<file path="config.mk">
export PLATFORM = sky130hd
export DESIGN_NAME = fall_motion_gate
export DESIGN_NICKNAME = d
export VERILOG_FILES = /design/src/sv/fmg_pkg.sv /design/src/sv/fmg_front.sv /design/src/sv/fmg_fifo.sv /design/src/sv/fmg_engine.sv /design/src/sv/fall_motion_gate.sv
export SDC_FILE = /design/constraint.sdc
export NUM_CORES = 2
export LEC_CHECK = 0
export BUFFER_PORTS_ARGS = -buffer_cell sky130_fd_sc_hd__buf_2
export CAP_MARGIN = 20
export CELL_PAD_IN_SITES_DETAIL_PLACEMENT = 0
export CELL_PAD_IN_SITES_GLOBAL_PLACEMENT = 1
export CORE_ASPECT_RATIO = 1.2
export CORE_MARGIN = 5
export CORE_UTILIZATION = 46
export CTS_CLUSTER_DIAMETER = 120
export DETAILED_ROUTE_END_ITERATION = 6
export HOLD_SLACK_MARGIN = 0.02
export MAX_ROUTING_LAYER = met4
export PLACE_DENSITY = 0.8
export SLEW_MARGIN = 15
export SYNTH_ARGS = -nofsm -noshare
export SYNTH_HDL_FRONTEND = slang
export SYNTH_SLANG_ARGS = --single-unit
</file>
<file path="constraint.sdc">
create_clock -name i_clk -period 28.9 [get_ports i_clk]
set_clock_uncertainty 0.1 [all_clocks]
set_input_delay 2.89 -clock i_clk [delete_from_list [all_inputs] [get_ports i_clk]]
set_output_delay 2.89 -clock i_clk [all_outputs]
set_load 0.01 [all_outputs]
</file>
<file path="src/sv/fmg_pkg.sv">
// Shared types and constants for the fall motion gate.
package fmg_pkg;

    // Configuration register indexes (byte address = 4 * index)
    typedef enum logic [1:0] {
        REG_MIN_MOTION = 2'd0,
        REG_FALL_TH    = 2'd1,
        REG_SCREAM_TH  = 2'd2
    } t_reg_idx;

    localparam logic [15:0] MIN_MOTION_RST = 16'd8192;
    localparam logic [15:0] FALL_TH_RST    = 16'd52429;
    localparam logic [15:0] SCREAM_TH_RST  = 16'd52429;

    // 1 g expressed as 100 * magnitude in 2^-16 m/s^2 units
    localparam logic [30:0] ONE_G_NUM   = 31'd64290816;
    localparam logic [31:0] DEV_HALF    = 32'd7848;
    // deviations at or above 15696 * 65536 saturate
    localparam logic [31:0] DEV_SAT_LIM = 32'd1028653056;
    localparam logic [9:0]  DIV_981     = 10'd981;
    localparam int          RECIP_SHIFT = 36;
    localparam logic [26:0] DIV_RECIP   = 27'((64'd1 << RECIP_SHIFT) / 64'd981);

    typedef struct packed {
        logic [15:0] min_motion_delta;
        logic [15:0] fall_threshold;
        logic [15:0] scream_threshold;
    } t_cfg;

    // Item handed from the front end to the engine
    typedef struct packed {
        logic [31:0] sum_sq;
        logic        window_end;
        logic [15:0] fall_score;
        logic [15:0] scream_score;
    } t_job;

    typedef struct packed {
        logic [15:0] fall_level;
        logic [15:0] scream_level;
        logic        fall_suppressed;
        logic        alert;
        logic [15:0] peak_delta;
    } t_result;

endpackage

</file>
<file path="src/sv/fmg_front.sv">
// Front end: accepts samples and forms the sum of squared axes.
module fmg_front (
    input  logic                i_clk,
    input  logic                i_rst_n,
    input  logic                i_valid,
    output logic                o_ready,
    input  logic signed [15:0]  i_accel_x,
    input  logic signed [15:0]  i_accel_y,
    input  logic signed [15:0]  i_accel_z,
    input  logic                i_window_end,
    input  logic [15:0]         i_fall_score,
    input  logic [15:0]         i_scream_score,
    output fmg_pkg::t_job       o_job,
    output logic                o_job_valid,
    input  logic                i_job_ready
);

    typedef enum logic [1:0] {
        F_IDLE,
        F_SQ,
        F_PUSH
    } t_fstate;

    t_fstate            r_state;
    logic [1:0]         r_axis;
    logic signed [15:0] r_x, r_y, r_z;
    logic [31:0]        r_acc;
    logic               r_wend;
    logic [15:0]        r_fall, r_scream;

    logic signed [15:0] axis_val;
    logic [15:0]        axis_mag;
    logic [31:0]        axis_sq;

    always_comb begin
        case (r_axis)
            2'd0:    axis_val = r_x;
            2'd1:    axis_val = r_y;
            default: axis_val = r_z;
        endcase
        // -32768 maps to 0x8000, which still fits unsigned
        axis_mag = axis_val[15] ? (~axis_val + 16'd1) : axis_val;
        axis_sq  = 32'(axis_mag) * 32'(axis_mag);
    end

    assign o_ready     = (r_state == F_IDLE);
    assign o_job_valid = (r_state == F_PUSH);
    assign o_job       = '{sum_sq: r_acc, window_end: r_wend,
                           fall_score: r_fall, scream_score: r_scream};

    always_ff @(posedge i_clk) begin
        if (!i_rst_n) begin
            r_state <= F_IDLE;
            r_axis  <= 2'd0;
        end else begin
            case (r_state)
                F_IDLE: begin
                    if (i_valid) begin
                        r_x      <= i_accel_x;
                        r_y      <= i_accel_y;
                        r_z      <= i_accel_z;
                        r_wend   <= i_window_end;
                        r_fall   <= i_fall_score;
                        r_scream <= i_scream_score;
                        r_acc    <= '0;
                        r_axis   <= 2'd0;
                        r_state  <= F_SQ;
                    end
                end
                F_SQ: begin
                    r_acc <= r_acc + axis_sq;
                    if (r_axis == 2'd2) begin
                        r_state <= F_PUSH;
                    end else begin
                        r_axis <= r_axis + 2'd1;
                    end
                end
                F_PUSH: begin
                    if (i_job_ready) begin
                        r_state <= F_IDLE;
                    end
                end
                default: r_state <= F_IDLE;
            endcase
        end
    end

endmodule

</file>
<file path="src/sv/fmg_fifo.sv">
// Short job queue between the front end and the engine.
module fmg_fifo #(
    parameter int DEPTH = 2
) (
    input  logic          i_clk,
    input  logic          i_rst_n,
    input  fmg_pkg::t_job i_data,
    input  logic          i_push_valid,
    output logic          o_push_ready,
    output fmg_pkg::t_job o_data,
    output logic          o_pop_valid,
    input  logic          i_pop_ready
);

    localparam int PTR_W = $clog2(DEPTH);
    localparam int CNT_W = $clog2(DEPTH + 1);

    fmg_pkg::t_job    r_mem [DEPTH];
    logic [PTR_W-1:0] r_wr_ptr, r_rd_ptr;
    logic [CNT_W-1:0] r_count;

    logic do_push, do_pop;

    assign o_push_ready = (r_count != CNT_W'(DEPTH));
    assign o_pop_valid  = (r_count != '0);
    assign o_data       = r_mem[r_rd_ptr];
    assign do_push      = i_push_valid && o_push_ready;
    assign do_pop       = o_pop_valid && i_pop_ready;

    always_ff @(posedge i_clk) begin
        if (do_push) begin
            r_mem[r_wr_ptr] <= i_data;
        end
    end

    always_ff @(posedge i_clk) begin
        if (!i_rst_n) begin
            r_wr_ptr <= '0;
            r_rd_ptr <= '0;
            r_count  <= '0;
        end else begin
            if (do_push) begin
                r_wr_ptr <= (r_wr_ptr == PTR_W'(DEPTH - 1)) ? '0 : r_wr_ptr + PTR_W'(1);
            end
            if (do_pop) begin
                r_rd_ptr <= (r_rd_ptr == PTR_W'(DEPTH - 1)) ? '0 : r_rd_ptr + PTR_W'(1);
            end
            if (do_push && !do_pop) begin
                r_count <= r_count + CNT_W'(1);
            end else if (do_pop && !do_push) begin
                r_count <= r_count - CNT_W'(1);
            end
        end
    end

endmodule

</file>
<file path="src/sv/fmg_engine.sv">
// Engine: square root, deviation from 1 g, window peak and decision.
module fmg_engine (
    input  logic             i_clk,
    input  logic             i_rst_n,
    input  fmg_pkg::t_job    i_job,
    input  logic             i_job_valid,
    output logic             o_job_ready,
    input  fmg_pkg::t_cfg    i_cfg,
    output fmg_pkg::t_result o_res,
    output logic             o_res_valid,
    input  logic             i_res_ready
);

    typedef enum logic [2:0] {
        E_IDLE,
        E_SQRT,
        E_SCALE,
        E_RECIP,
        E_CORR,
        E_FIN
    } t_estate;

    t_estate          r_state;
    fmg_pkg::t_job    r_job;
    logic [3:0]       r_cnt;
    logic [47:0]      r_rad;
    logic [24:0]      r_rem;
    logic [23:0]      r_root;
    logic [31:0]      r_np;
    logic [25:0]      r_a;
    logic [15:0]      r_q0;
    logic             r_sat;
    logic [15:0]      r_dev;
    logic [15:0]      r_peak;
    fmg_pkg::t_result r_res;
    logic             r_res_valid;

    // two root digits per cycle
    logic [47:0] rad_v;
    logic [24:0] rem_v;
    logic [23:0] root_v;
    logic [26:0] rem_t, trial;

    always_comb begin
        rad_v  = r_rad;
        rem_v  = r_rem;
        root_v = r_root;
        rem_t  = '0;
        trial  = '0;
        for (int k = 0; k < 2; k++) begin
            rem_t = {rem_v, rad_v[47:46]};
            trial = {1'b0, root_v, 2'b01};
            if (rem_t >= trial) begin
                rem_v  = 25'(rem_t - trial);
                root_v = {root_v[22:0], 1'b1};
            end else begin
                rem_v  = 25'(rem_t);
                root_v = {root_v[22:0], 1'b0};
            end
            rad_v = {rad_v[45:0], 2'b00};
        end
    end

    logic [30:0] m100, n_abs;
    logic [31:0] np;
    logic [52:0] prod;
    logic [25:0] q0x981, rem_q;
    logic [15:0] dev;

    always_comb begin
        m100   = 31'(r_root) * 31'(100);
        n_abs  = (m100 >= fmg_pkg::ONE_G_NUM) ? (m100 - fmg_pkg::ONE_G_NUM)
                                              : (fmg_pkg::ONE_G_NUM - m100);
        np     = 32'(n_abs) + fmg_pkg::DEV_HALF;
        // q0 is the true quotient or one short of it
        prod   = 53'(r_np[29:4]) * 53'(fmg_pkg::DIV_RECIP);
        q0x981 = 26'(r_q0) * 26'(fmg_pkg::DIV_981);
        rem_q  = r_a - q0x981;
        if (r_sat) begin
            dev = 16'hFFFF;
        end else if (rem_q >= 26'(fmg_pkg::DIV_981)) begin
            dev = r_q0 + 16'd1;
        end else begin
            dev = r_q0;
        end
    end

    logic [15:0] peak_new, fall_lvl;
    logic        supp, alert, res_load;

    always_comb begin
        peak_new = (r_dev > r_peak) ? r_dev : r_peak;
        supp     = (r_job.fall_score >= i_cfg.fall_threshold) &&
                   (peak_new < i_cfg.min_motion_delta);
        fall_lvl = supp ? 16'd0 : r_job.fall_score;
        alert    = (fall_lvl >= i_cfg.fall_threshold) ||
                   (r_job.scream_score >= i_cfg.scream_threshold);
        res_load = (r_state == E_FIN) && r_job.window_end &&
                   (!r_res_valid || i_res_ready);
    end

    assign o_job_ready = (r_state == E_IDLE);
    assign o_res       = r_res;
    assign o_res_valid = r_res_valid;

    always_ff @(posedge i_clk) begin
        if (!i_rst_n) begin
            r_state     <= E_IDLE;
            r_peak      <= '0;
            r_res_valid <= 1'b0;
            r_cnt       <= '0;
        end else begin
            if (res_load) begin
                r_res_valid <= 1'b1;
            end else if (r_res_valid && i_res_ready) begin
                r_res_valid <= 1'b0;
            end
            case (r_state)
                E_IDLE: begin
                    if (i_job_valid) begin
                        r_job   <= i_job;
                        r_rad   <= {i_job.sum_sq, 16'd0};
                        r_rem   <= '0;
                        r_root  <= '0;
                        r_cnt   <= '0;
                        r_state <= E_SQRT;
                    end
                end
                E_SQRT: begin
                    r_rad  <= rad_v;
                    r_rem  <= rem_v;
                    r_root <= root_v;
                    if (r_cnt == 4'd11) begin
                        r_state <= E_SCALE;
                    end else begin
                        r_cnt <= r_cnt + 4'd1;
                    end
                end
                E_SCALE: begin
                    r_np    <= np;
                    r_state <= E_RECIP;
                end
                E_RECIP: begin
                    r_sat   <= (r_np >= fmg_pkg::DEV_SAT_LIM);
                    r_a     <= r_np[29:4];
                    r_q0    <= prod[fmg_pkg::RECIP_SHIFT +: 16];
                    r_state <= E_CORR;
                end
                E_CORR: begin
                    r_dev   <= dev;
                    r_state <= E_FIN;
                end
                E_FIN: begin
                    if (!r_job.window_end) begin
                        r_peak  <= peak_new;
                        r_state <= E_IDLE;
                    end else if (res_load) begin
                        r_res   <= '{fall_level: fall_lvl,
                                     scream_level: r_job.scream_score,
                                     fall_suppressed: supp,
                                     alert: alert,
                                     peak_delta: peak_new};
                        r_peak  <= '0;
                        r_state <= E_IDLE;
                    end
                end
                default: r_state <= E_IDLE;
            endcase
        end
    end

endmodule

</file>
<file path="src/sv/fall_motion_gate.sv">
// Fall motion gate: top level with APB register file, front end, queue and engine.
// The engine takes one item at a time, through two-digit square root steps, then
// scale, reciprocal multiply, correction and decision, and so sets the throughput.
// The front end squares the three axes of one sample before it takes the next;
// the queue holds its jobs while the engine is busy.
// Synchronous active-low reset clears the peak, queue, control and registers.
module fall_motion_gate #(
    parameter int QUEUE_DEPTH = 2
) (
    input  logic               i_clk,
    input  logic               i_rst_n,
    input  logic               psel,
    input  logic               penable,
    input  logic               pwrite,
    input  logic [3:0]         paddr,
    input  logic [31:0]        pwdata,
    output logic [31:0]        prdata,
    output logic               pready,
    input  logic               i_valid,
    output logic               o_ready,
    input  logic signed [15:0] i_accel_x,
    input  logic signed [15:0] i_accel_y,
    input  logic signed [15:0] i_accel_z,
    input  logic               i_window_end,
    input  logic [15:0]        i_fall_score,
    input  logic [15:0]        i_scream_score,
    output logic               o_valid,
    input  logic               i_ready,
    output logic [15:0]        o_fall_level,
    output logic [15:0]        o_scream_level,
    output logic               o_fall_suppressed,
    output logic               o_alert,
    output logic [15:0]        o_peak_delta
);

    fmg_pkg::t_cfg    r_cfg;
    fmg_pkg::t_job    w_push_job, w_pop_job;
    logic             w_push_valid, w_push_ready;
    logic             w_pop_valid, w_pop_ready;
    fmg_pkg::t_result w_res;
    fmg_pkg::t_reg_idx reg_idx;

    assign pready  = 1'b1;
    assign reg_idx = fmg_pkg::t_reg_idx'(paddr[3:2]);

    always_comb begin
        case (reg_idx)
            fmg_pkg::REG_MIN_MOTION: prdata = 32'(r_cfg.min_motion_delta);
            fmg_pkg::REG_FALL_TH:    prdata = 32'(r_cfg.fall_threshold);
            fmg_pkg::REG_SCREAM_TH:  prdata = 32'(r_cfg.scream_threshold);
            default:                 prdata = '0;
        endcase
    end

    always_ff @(posedge i_clk) begin
        if (!i_rst_n) begin
            r_cfg <= '{min_motion_delta: fmg_pkg::MIN_MOTION_RST,
                       fall_threshold: fmg_pkg::FALL_TH_RST,
                       scream_threshold: fmg_pkg::SCREAM_TH_RST};
        end else if (psel && penable && pwrite && pready) begin
            case (reg_idx)
                fmg_pkg::REG_MIN_MOTION: r_cfg.min_motion_delta <= pwdata[15:0];
                fmg_pkg::REG_FALL_TH:    r_cfg.fall_threshold   <= pwdata[15:0];
                fmg_pkg::REG_SCREAM_TH:  r_cfg.scream_threshold <= pwdata[15:0];
                default: ;
            endcase
        end
    end

    fmg_front u_front (
        .i_clk          (i_clk),
        .i_rst_n        (i_rst_n),
        .i_valid        (i_valid),
        .o_ready        (o_ready),
        .i_accel_x      (i_accel_x),
        .i_accel_y      (i_accel_y),
        .i_accel_z      (i_accel_z),
        .i_window_end   (i_window_end),
        .i_fall_score   (i_fall_score),
        .i_scream_score (i_scream_score),
        .o_job          (w_push_job),
        .o_job_valid    (w_push_valid),
        .i_job_ready    (w_push_ready)
    );

    fmg_fifo #(
        .DEPTH (QUEUE_DEPTH)
    ) u_fifo (
        .i_clk        (i_clk),
        .i_rst_n      (i_rst_n),
        .i_data       (w_push_job),
        .i_push_valid (w_push_valid),
        .o_push_ready (w_push_ready),
        .o_data       (w_pop_job),
        .o_pop_valid  (w_pop_valid),
        .i_pop_ready  (w_pop_ready)
    );

    fmg_engine u_engine (
        .i_clk       (i_clk),
        .i_rst_n     (i_rst_n),
        .i_job       (w_pop_job),
        .i_job_valid (w_pop_valid),
        .o_job_ready (w_pop_ready),
        .i_cfg       (r_cfg),
        .o_res       (w_res),
        .o_res_valid (o_valid),
        .i_res_ready (i_ready)
    );

    assign o_fall_level      = w_res.fall_level;
    assign o_scream_level    = w_res.scream_level;
    assign o_fall_suppressed = w_res.fall_suppressed;
    assign o_alert           = w_res.alert;
    assign o_peak_delta      = w_res.peak_delta;

    // the front end is busy squaring right after taking an item
    a_front_busy: assert property (@(posedge i_clk) disable iff (!i_rst_n)
        (i_valid && o_ready) |=> !o_ready)
        else $error("front end took a second item while squaring");

    // a job held back by a full queue is not dropped
    a_job_held: assert property (@(posedge i_clk) disable iff (!i_rst_n)
        (w_push_valid && !w_push_ready) |=> (w_push_valid && $stable(w_push_job)))
        else $error("queued job lost while queue full");

    // a suppressed result always carries a zero fall level
    a_supp_zero: assert property (@(posedge i_clk) disable iff (!i_rst_n)
        (o_valid && o_fall_suppressed) |-> (o_fall_level == 16'd0))
        else $error("suppressed fall level not zero");

    a_reset_clear: assert property (@(posedge i_clk)
        !i_rst_n |=> !o_valid)
        else $error("result valid after reset");

endmodule

</file>
## Yosys cells after proc, flatten, opt, wreduce, memory -nomap -nowiden

Memory sizes are Yosys's and may differ from the RTL's. A register that Yosys moved wholly into a read port is not among the register bits.
Cells that the tools add are included.

| word-level totals | value |
|---|---|
| bits in registers | 464 |
| memory bits (writable) | 130 |
| input bits | 124 |
| output and inout bits | 85 |
| logic and storage cells | 174 |
| memories kept | 1 |

Memories:

| name | depth | bits a word | read ports | clocked after Yosys merged registers in | write ports | line | RTL |
|---|---|---|---|---|---|---|---|
| u_fifo.r_mem | 2 | 65 | 1 | 1 | 1 | fmg_fifo.sv:18 | `fmg_pkg::t_job r_mem [DEPTH];` |

| cells by class | value |
|---|---|
| $add $sub $neg | 15 |
| multiply operators | 4 |
| magnitude comparators | 10 |
| equality and inequality tests | 22 |
| muxes and demuxes | 46 |
| bitwise logic cells | 1 |
| reductions and logical operators | 40 |

Operator list:

| kind | number |
|---|---|
| 2-to-1 mux 16 bit | 6 |
| one-hot mux 48 bit (2 select lines) | 1 |
| 2-to-1 mux 25 bit | 3 |
| one-hot mux 32 bit (2 select lines) | 1 |
| >= comparator 27 x 26 -> 1 bit | 2 |
| multiplier 26 x 27 -> 52 bit (second input constant) | 1 |
| one-hot mux 25 bit (2 select lines) | 1 |
| subtractor 25 bit | 2 |
| >= comparator 16 bit | 3 |
| 2-to-1 mux 48 bit | 1 |
| one-hot mux 16 bit (3 select lines) | 1 |
| one-hot mux 24 bit (2 select lines) | 1 |
| adder 16 x 1 -> 16 bit (second input constant) | 2 |
| adder 31 x 13 -> 32 bit (second input constant) | 1 |
| adder 32 bit | 1 |
| >= comparator 32 x 30 -> 1 bit (second input constant) | 1 |
| multiplier 16 x 16 -> 32 bit | 1 |
| 2-to-1 mux 32 bit | 1 |
| one-hot mux 16 bit (2 select lines) | 1 |
| >= comparator 31 x 26 -> 1 bit (second input constant) | 1 |
| 2-to-1 mux 31 bit | 1 |
| subtractor 26 x 31 -> 31 bit (first input constant) | 1 |
| subtractor 31 x 26 -> 31 bit (second input constant) | 1 |
| multiplier 24 x 5 -> 29 bit (second input constant) | 1 |
| 37 further kinds | 102 |

## Logic depth before layout (Yosys ltp)

| depth | value |
|---|---|
| depth after elaboration | 8 |
| gate-level depth with buffers | 42 |
| depth with buffers taken out | 40 |

## Modules after synthesis

From an unflattened synthesis, not the netlist that was laid out.

| second synthesis, totals | value |
|---|---|
| cells, all modules | 5,090 |
| area total of the unflattened synthesis | 53,308.6 µm² |

Modules (own cells, without submodules):

| module | times used | cells each | area an instance (µm²) | sequential area each (µm²) |
|---|---|---|---|---|
| fmg_engine | 1 | 3,394 | 33,402.0 | 8,017.7 |
| fmg_front | 1 | 1,210 | 12,575.8 | 3,473.3 |
| fmg_fifo | 1 | 226 | 4,926.0 | 4,003.8 |
| fall_motion_gate | 1 | 260 | 2,404.8 | 960.9 |

## Least setup slack after synthesis

Ideal clock, no wire load.

| timing path | value |
|---|---|
| kind | flip-flop to flip-flop |
| start | register u_front.r_axis[1] |
| end | register u_front.r_acc[29] (data pin) |
| setup time | 266 ps |
| arrival | 8,706 ps |
| required time | 28,534 ps |
| path slack | 19,828 ps |
| stages on the path, launching flop included | 38 |
| buffers on the path | 2 |
| clock period less this slack | 9,072 ps |
| cells stage by stage | dfxtp_1 -> inv_1 -> ha_1 -> clkbuf_1 -> nor2_1 -> a21o_1 -> clkbuf_1 -> inv_2 -> nand3_1 -> nor2_1 -> and3_1 -> and3_1 -> and3_1 -> nor2_1 -> xor2_1 -> clkinv_1 -> nand2_1 -> fa_1 -> [2 not listed] -> inv_1 -> fa_1 -> fa_1 -> inv_1 -> fa_1 -> inv_1 -> ha_1 -> or2_2 -> a21oi_1 -> a31oi_1 -> a211oi_1 -> o21ai_0 -> a211oi_1 -> o21ai_0 -> a21o_1 -> a21oi_1 -> xor2_1 -> nor2_1 |

| between the ends | value |
|---|---|
| longest elaborated chain between the ends | 8 |
| elaborated cells on any way between the ends | 9 |
| those cells by class | add/sub (2); mul (1); eq/ne (1); mux (3); bitwise (1); reduce/logical (1) |

RTL lines:

| item | line | RTL |
|---|---|---|
| from (decl) | fmg_front.sv:25 | `logic [1:0] r_axis;` |
| from (signal assigned) | fmg_front.sv:75 | `r_axis <= r_axis + 2'd1;` |
| == test 2 x 1 -> 1 bit or zero test 2 bit (tied branches) | fmg_front.sv:36 | `case (r_axis)` |
| one-hot mux 16 bit (2 select lines) * | fmg_front.sv:36 |  |
| NOT 16 bit | fmg_front.sv:42 | `axis_mag = axis_val[15] ? (~axis_val + 16'd1) : axis_val;` |
| adder 16 x 1 -> 16 bit | fmg_front.sv:42 |  |
| 2-to-1 mux 16 bit * | fmg_front.sv:42 |  |
| multiplier 16 x 16 -> 32 bit * | fmg_front.sv:43 | `axis_sq = 32'(axis_mag) * 32'(axis_mag);` |
| adder 32 bit * | fmg_front.sv:71 | `r_acc <= r_acc + axis_sq;` |
| one-hot mux 32 bit (2 select lines) * | fmg_front.sv:56 | `case (r_state)` |
| to (signal assigned) | fmg_front.sv:71 |  |
| to (decl) | fmg_front.sv:27 | `logic [31:0] r_acc;` |

Every way passes the cells marked *; elsewhere a longest branch is shown, timed or not.
A chain may end at the register's enable or synchronous reset.

## Worst setup path after layout

| timing path | value |
|---|---|
| start | register u_front.r_axis[0] |
| end | register u_front.r_acc[29] (data pin) |

Same word-level chain as after synthesis.

==> impl_metrics.py <==
metrics = {
    "run_status": {
        "outcome": "complete, but fails checks",
        "violations": "design-rule violations",
    },
    "layout": {
        "final_cell_mix": "977 x inv_1, 700 x ha_1, 494 x edfxtp_1, 488 x fa_1, 355 x nand2_1",
        "stdcell_count": 6685,
        "drive_above_1_share_pct": 7.52,
        "final_cell_area_um2": 56300,
        "final_common_cell": "inv_1",
        "finalNetCount": 6448,
        "syn_to_final_growth_pct": 8.79,
    },
    "synthesis": {
        "yosys.area.top_type": "edfxtp_1",
        "synth_top_family_by_area": "adder cells",
        "async_flop_share_pct": 0,
        "synth_compound_area_share_pct": 9.58,
        "yosys.cell_types.count": 94,
        "syn_area_um2": 51800,
        "netlist_top_cells_area": "edfxtp_1 29%, fa_1 19%, ha_1 17%",
        "synth_top_area_share_pct": 28.7,
        "yosysWarnings": 0,
        "synthAdderAreaFrac_pct": 35.8,
        "synth_ff_type": "edfxtp_1",
        "syn_inst": 4966,
        "synthSimpleGateAreaFrac_pct": 9.07,
        "synth_xor_area_share_pct": 3.40,
        "synth_mux_area_share_pct": 2.14,
        "synth_seq_cells": 575,
        "synth_edf_count": 494,
        "avgSynthCellArea_um2": 10.4,
        "yosysSeqAreaShare_pct": 31.8,
    },
    "timing": {
        "grt_setup_unrepaired": "no",
        "slew_headroom_pct": 27.6,
        "setup_viol": 0,
        "final_hold_viol_count": 0,
        "tns_ps": 0,
        "max_freq_mhz": 90.5,
        "fin_crit_ps": 11050,
        "slew_violations": 0,
        "worst_pin_slew_ps": 1090,
        "post-route-period-util_pct": 38.3,
    },
    "die": {
        "io_pins": 209,
        "core_um2": 111000,
        "rows": 134,
        "die_w_um": 316,
        "start_util_pct": 46.4,
        "die_height_um": 378,
        "dieArea_um2": 119000,
    },
    "global_routing": {
        "grt_max_degree": 82,
        "grt_first_pass_wirelength_um": 189000,
        "track_usage_pct": 20.4,
        "overflow": 0,
        "antenna_found_initial": 14,
        "grt_pass1_vias": 35800,
    },
    "clocking": {
        "cts_root_buf": "clkbuf_16",
        "clk-insertion-delay-late_ps": 650,
        "cts_buffers": 61,
        "post_cts_resized": 0,
        "clk_pin_slew_ps": 60,
        "htree_levels": 2,
        "tritoncts": "built",
        "cts_buffer_depth": 3,
        "clkSinkCount": 575,
        "post_cts_buffers": 0,
        "postCtsHoldBufs": 0,
    },
    "route": {
        "routed_via_density": 5.16,
        "drt_iter0_drc": 1698,
        "wl_per_cell_um": 17.5,
        "drc": 3,
        "wirelength_um": 117000,
        "drtAntennaViolNets": 0,
        "first_pass_iters": 7,
        "route.vias.total": 34500,
    },
    "worst_setup_path": {
        "regToRegSetupSlack_ps": 17850,
        "cp-start-kind": "register",
        "cp.required_ps": 29160,
        "critical_path.max_stage_delay_ps": 690,
        "cp-end-kind": "register",
        "rr_worst_depth": 35,
        "path_buf_inv": 6,
        "reg2reg_to": "u_front.r_acc[29]",
        "path_depth": 35,
        "path_class": "register to register",
        "startpoint": "u_front.r_axis[0]",
        "crit_top_cell": "fa_1",
        "timing.rr.start": "u_front.r_axis[0]",
        "crit_path_end": "u_front.r_acc[29]",
        "crit_family": "adder cells",
        "critical_path.max_fanout": 17,
        "worst_path_max_delay_cell": "ha_1",
        "critPathArrivalTime_ps": 11310,
    },
    "placed_design": {
        "gp_congestion": 0.907,
        "placed_area_um2": 54400,
        "io_buffers": 173,
        "hpwl_um": 94500,
        "dp.cells": 6568,
    },
    "job": {
        "cap_violations": 0,
    },
    "min_path": {
        "hp-class": "register to register",
    },
}
state kept, by name, summed over array words and instances (netlist names), 24 cells and up, named ones only:
name / cells
u_engine.r_root: 24
u_engine.r_rad: 32
r_cfg: 48
u_engine.r_a: 26
u_fifo.r_mem: 130
u_engine.r_np: 28
u_engine.r_rem: 25
u_engine.o_res: 50
u_front.r_acc: 32
u_engine.r_job: 33
layer usage:
layer / vias up / global-route usage (%) / routed length (µm) / part of all wire [%]
met3: 206 / 1.71 / 3710 / 3.2
met5: - / - / 0 / 0
met1: 16900 / 24.7 / 48900 / 42
met2: 594 / 36.6 / 60700 / 52
li1: 16800 / - / - / -
met4: 0 / 5.60 / 3620 / 3.1
metrics by stage:
stage / hold WS (ps) / worst slack [ps] / utilization (%)
after floorplan: 321 / 19830 / -
after global placement: 323 / 17880 / 48.8
after detailed placement: 329 / 17790 / 48.8
after CTS: 335 / 17730 / 50.5
after global routing: 346 / 17170 / 50.5
final: 333 / 17850 / 50.5
worst reg2reg max path, delay by kind of cell (launching register included):
| kind | cells | cell delay [ps] |
|---|---|---|
| adders and majority gates | 8 | 4020 |
| AOI/OAI and AO/OA | 10 | 2960 |
| and+or+nand+nor | 9 | 1470 |
| buffers and inverters | 6 | 1070 |
| xor gates and xnor gates | 2 | 830 |
| DFF | 1 | 320 |
synth_stat cells, drive strengths merged, types with 14 or more instances:
master / number
inv: 979
ha: 700
edfxtp: 494
fa: 488
nand2: 356
nor2: 306
a21oi: 202
o21ai: 179
xnor2: 134
a21o: 101
clkbuf: 92
dfxtp: 81
mux2i: 69
xor2: 67
nor3: 65
nand3: 54
nand2b: 45
nor2b: 43
mux2: 37
o21a: 33
buf: 32
nand4: 30
and3: 29
o21bai: 27
o211ai: 26
a211oi: 25
a22oi: 24
and2: 24
a31oi: 22
a22o: 17
o31ai: 14
area by class of cell:
type / instances / area [µm²]
fillers: 10100 / 55200
multi-input cells: 3305 / 31200
flip-flops and latches: 575 / 16500
inverters: 988 / 3710
well taps: 1496 / 1870
clock buffers: 82 / 1670
repair buffers: 205 / 1110
clock inverters: 29 / 251
diodes: 5 / 12.5
cells by family after synthesis:
kind of cell,count (synthesis)
xor gates and xnor gates,201
adders and majority gates,1188
muxes,106
and+or+nand+nor,1017
AOI/OAI and AO/OA,765
other,2
buffers and inverters,1112
DFF,575
how the worst min path moves through the flow:
stage | startpoint | endpoint | slack [ps] | depth (start not counted)
2_1_floorplan | u_front.r_scream[0] | u_fifo.r_mem[0][0] | 320 | 0
3_3_place_gp | u_front.r_wend | u_fifo.r_mem[0][32] | 320 | 0
3_5_place_dp | u_front.r_scream[9] | u_fifo.r_mem[1][9] | 330 | 0
4_1_cts | u_front.r_fall[7] | u_fifo.r_mem[0][23] | 330 | 0
5_1_grt | u_engine.r_job[1] | u_engine.o_res[19] | 350 | 0
6_report | u_front.r_fall[6] | u_fifo.r_mem[0][22] | 330 | 0
Power is not shown: default switching activity piles up to over one toggle a cycle in this logic, so the estimate is an artifact.
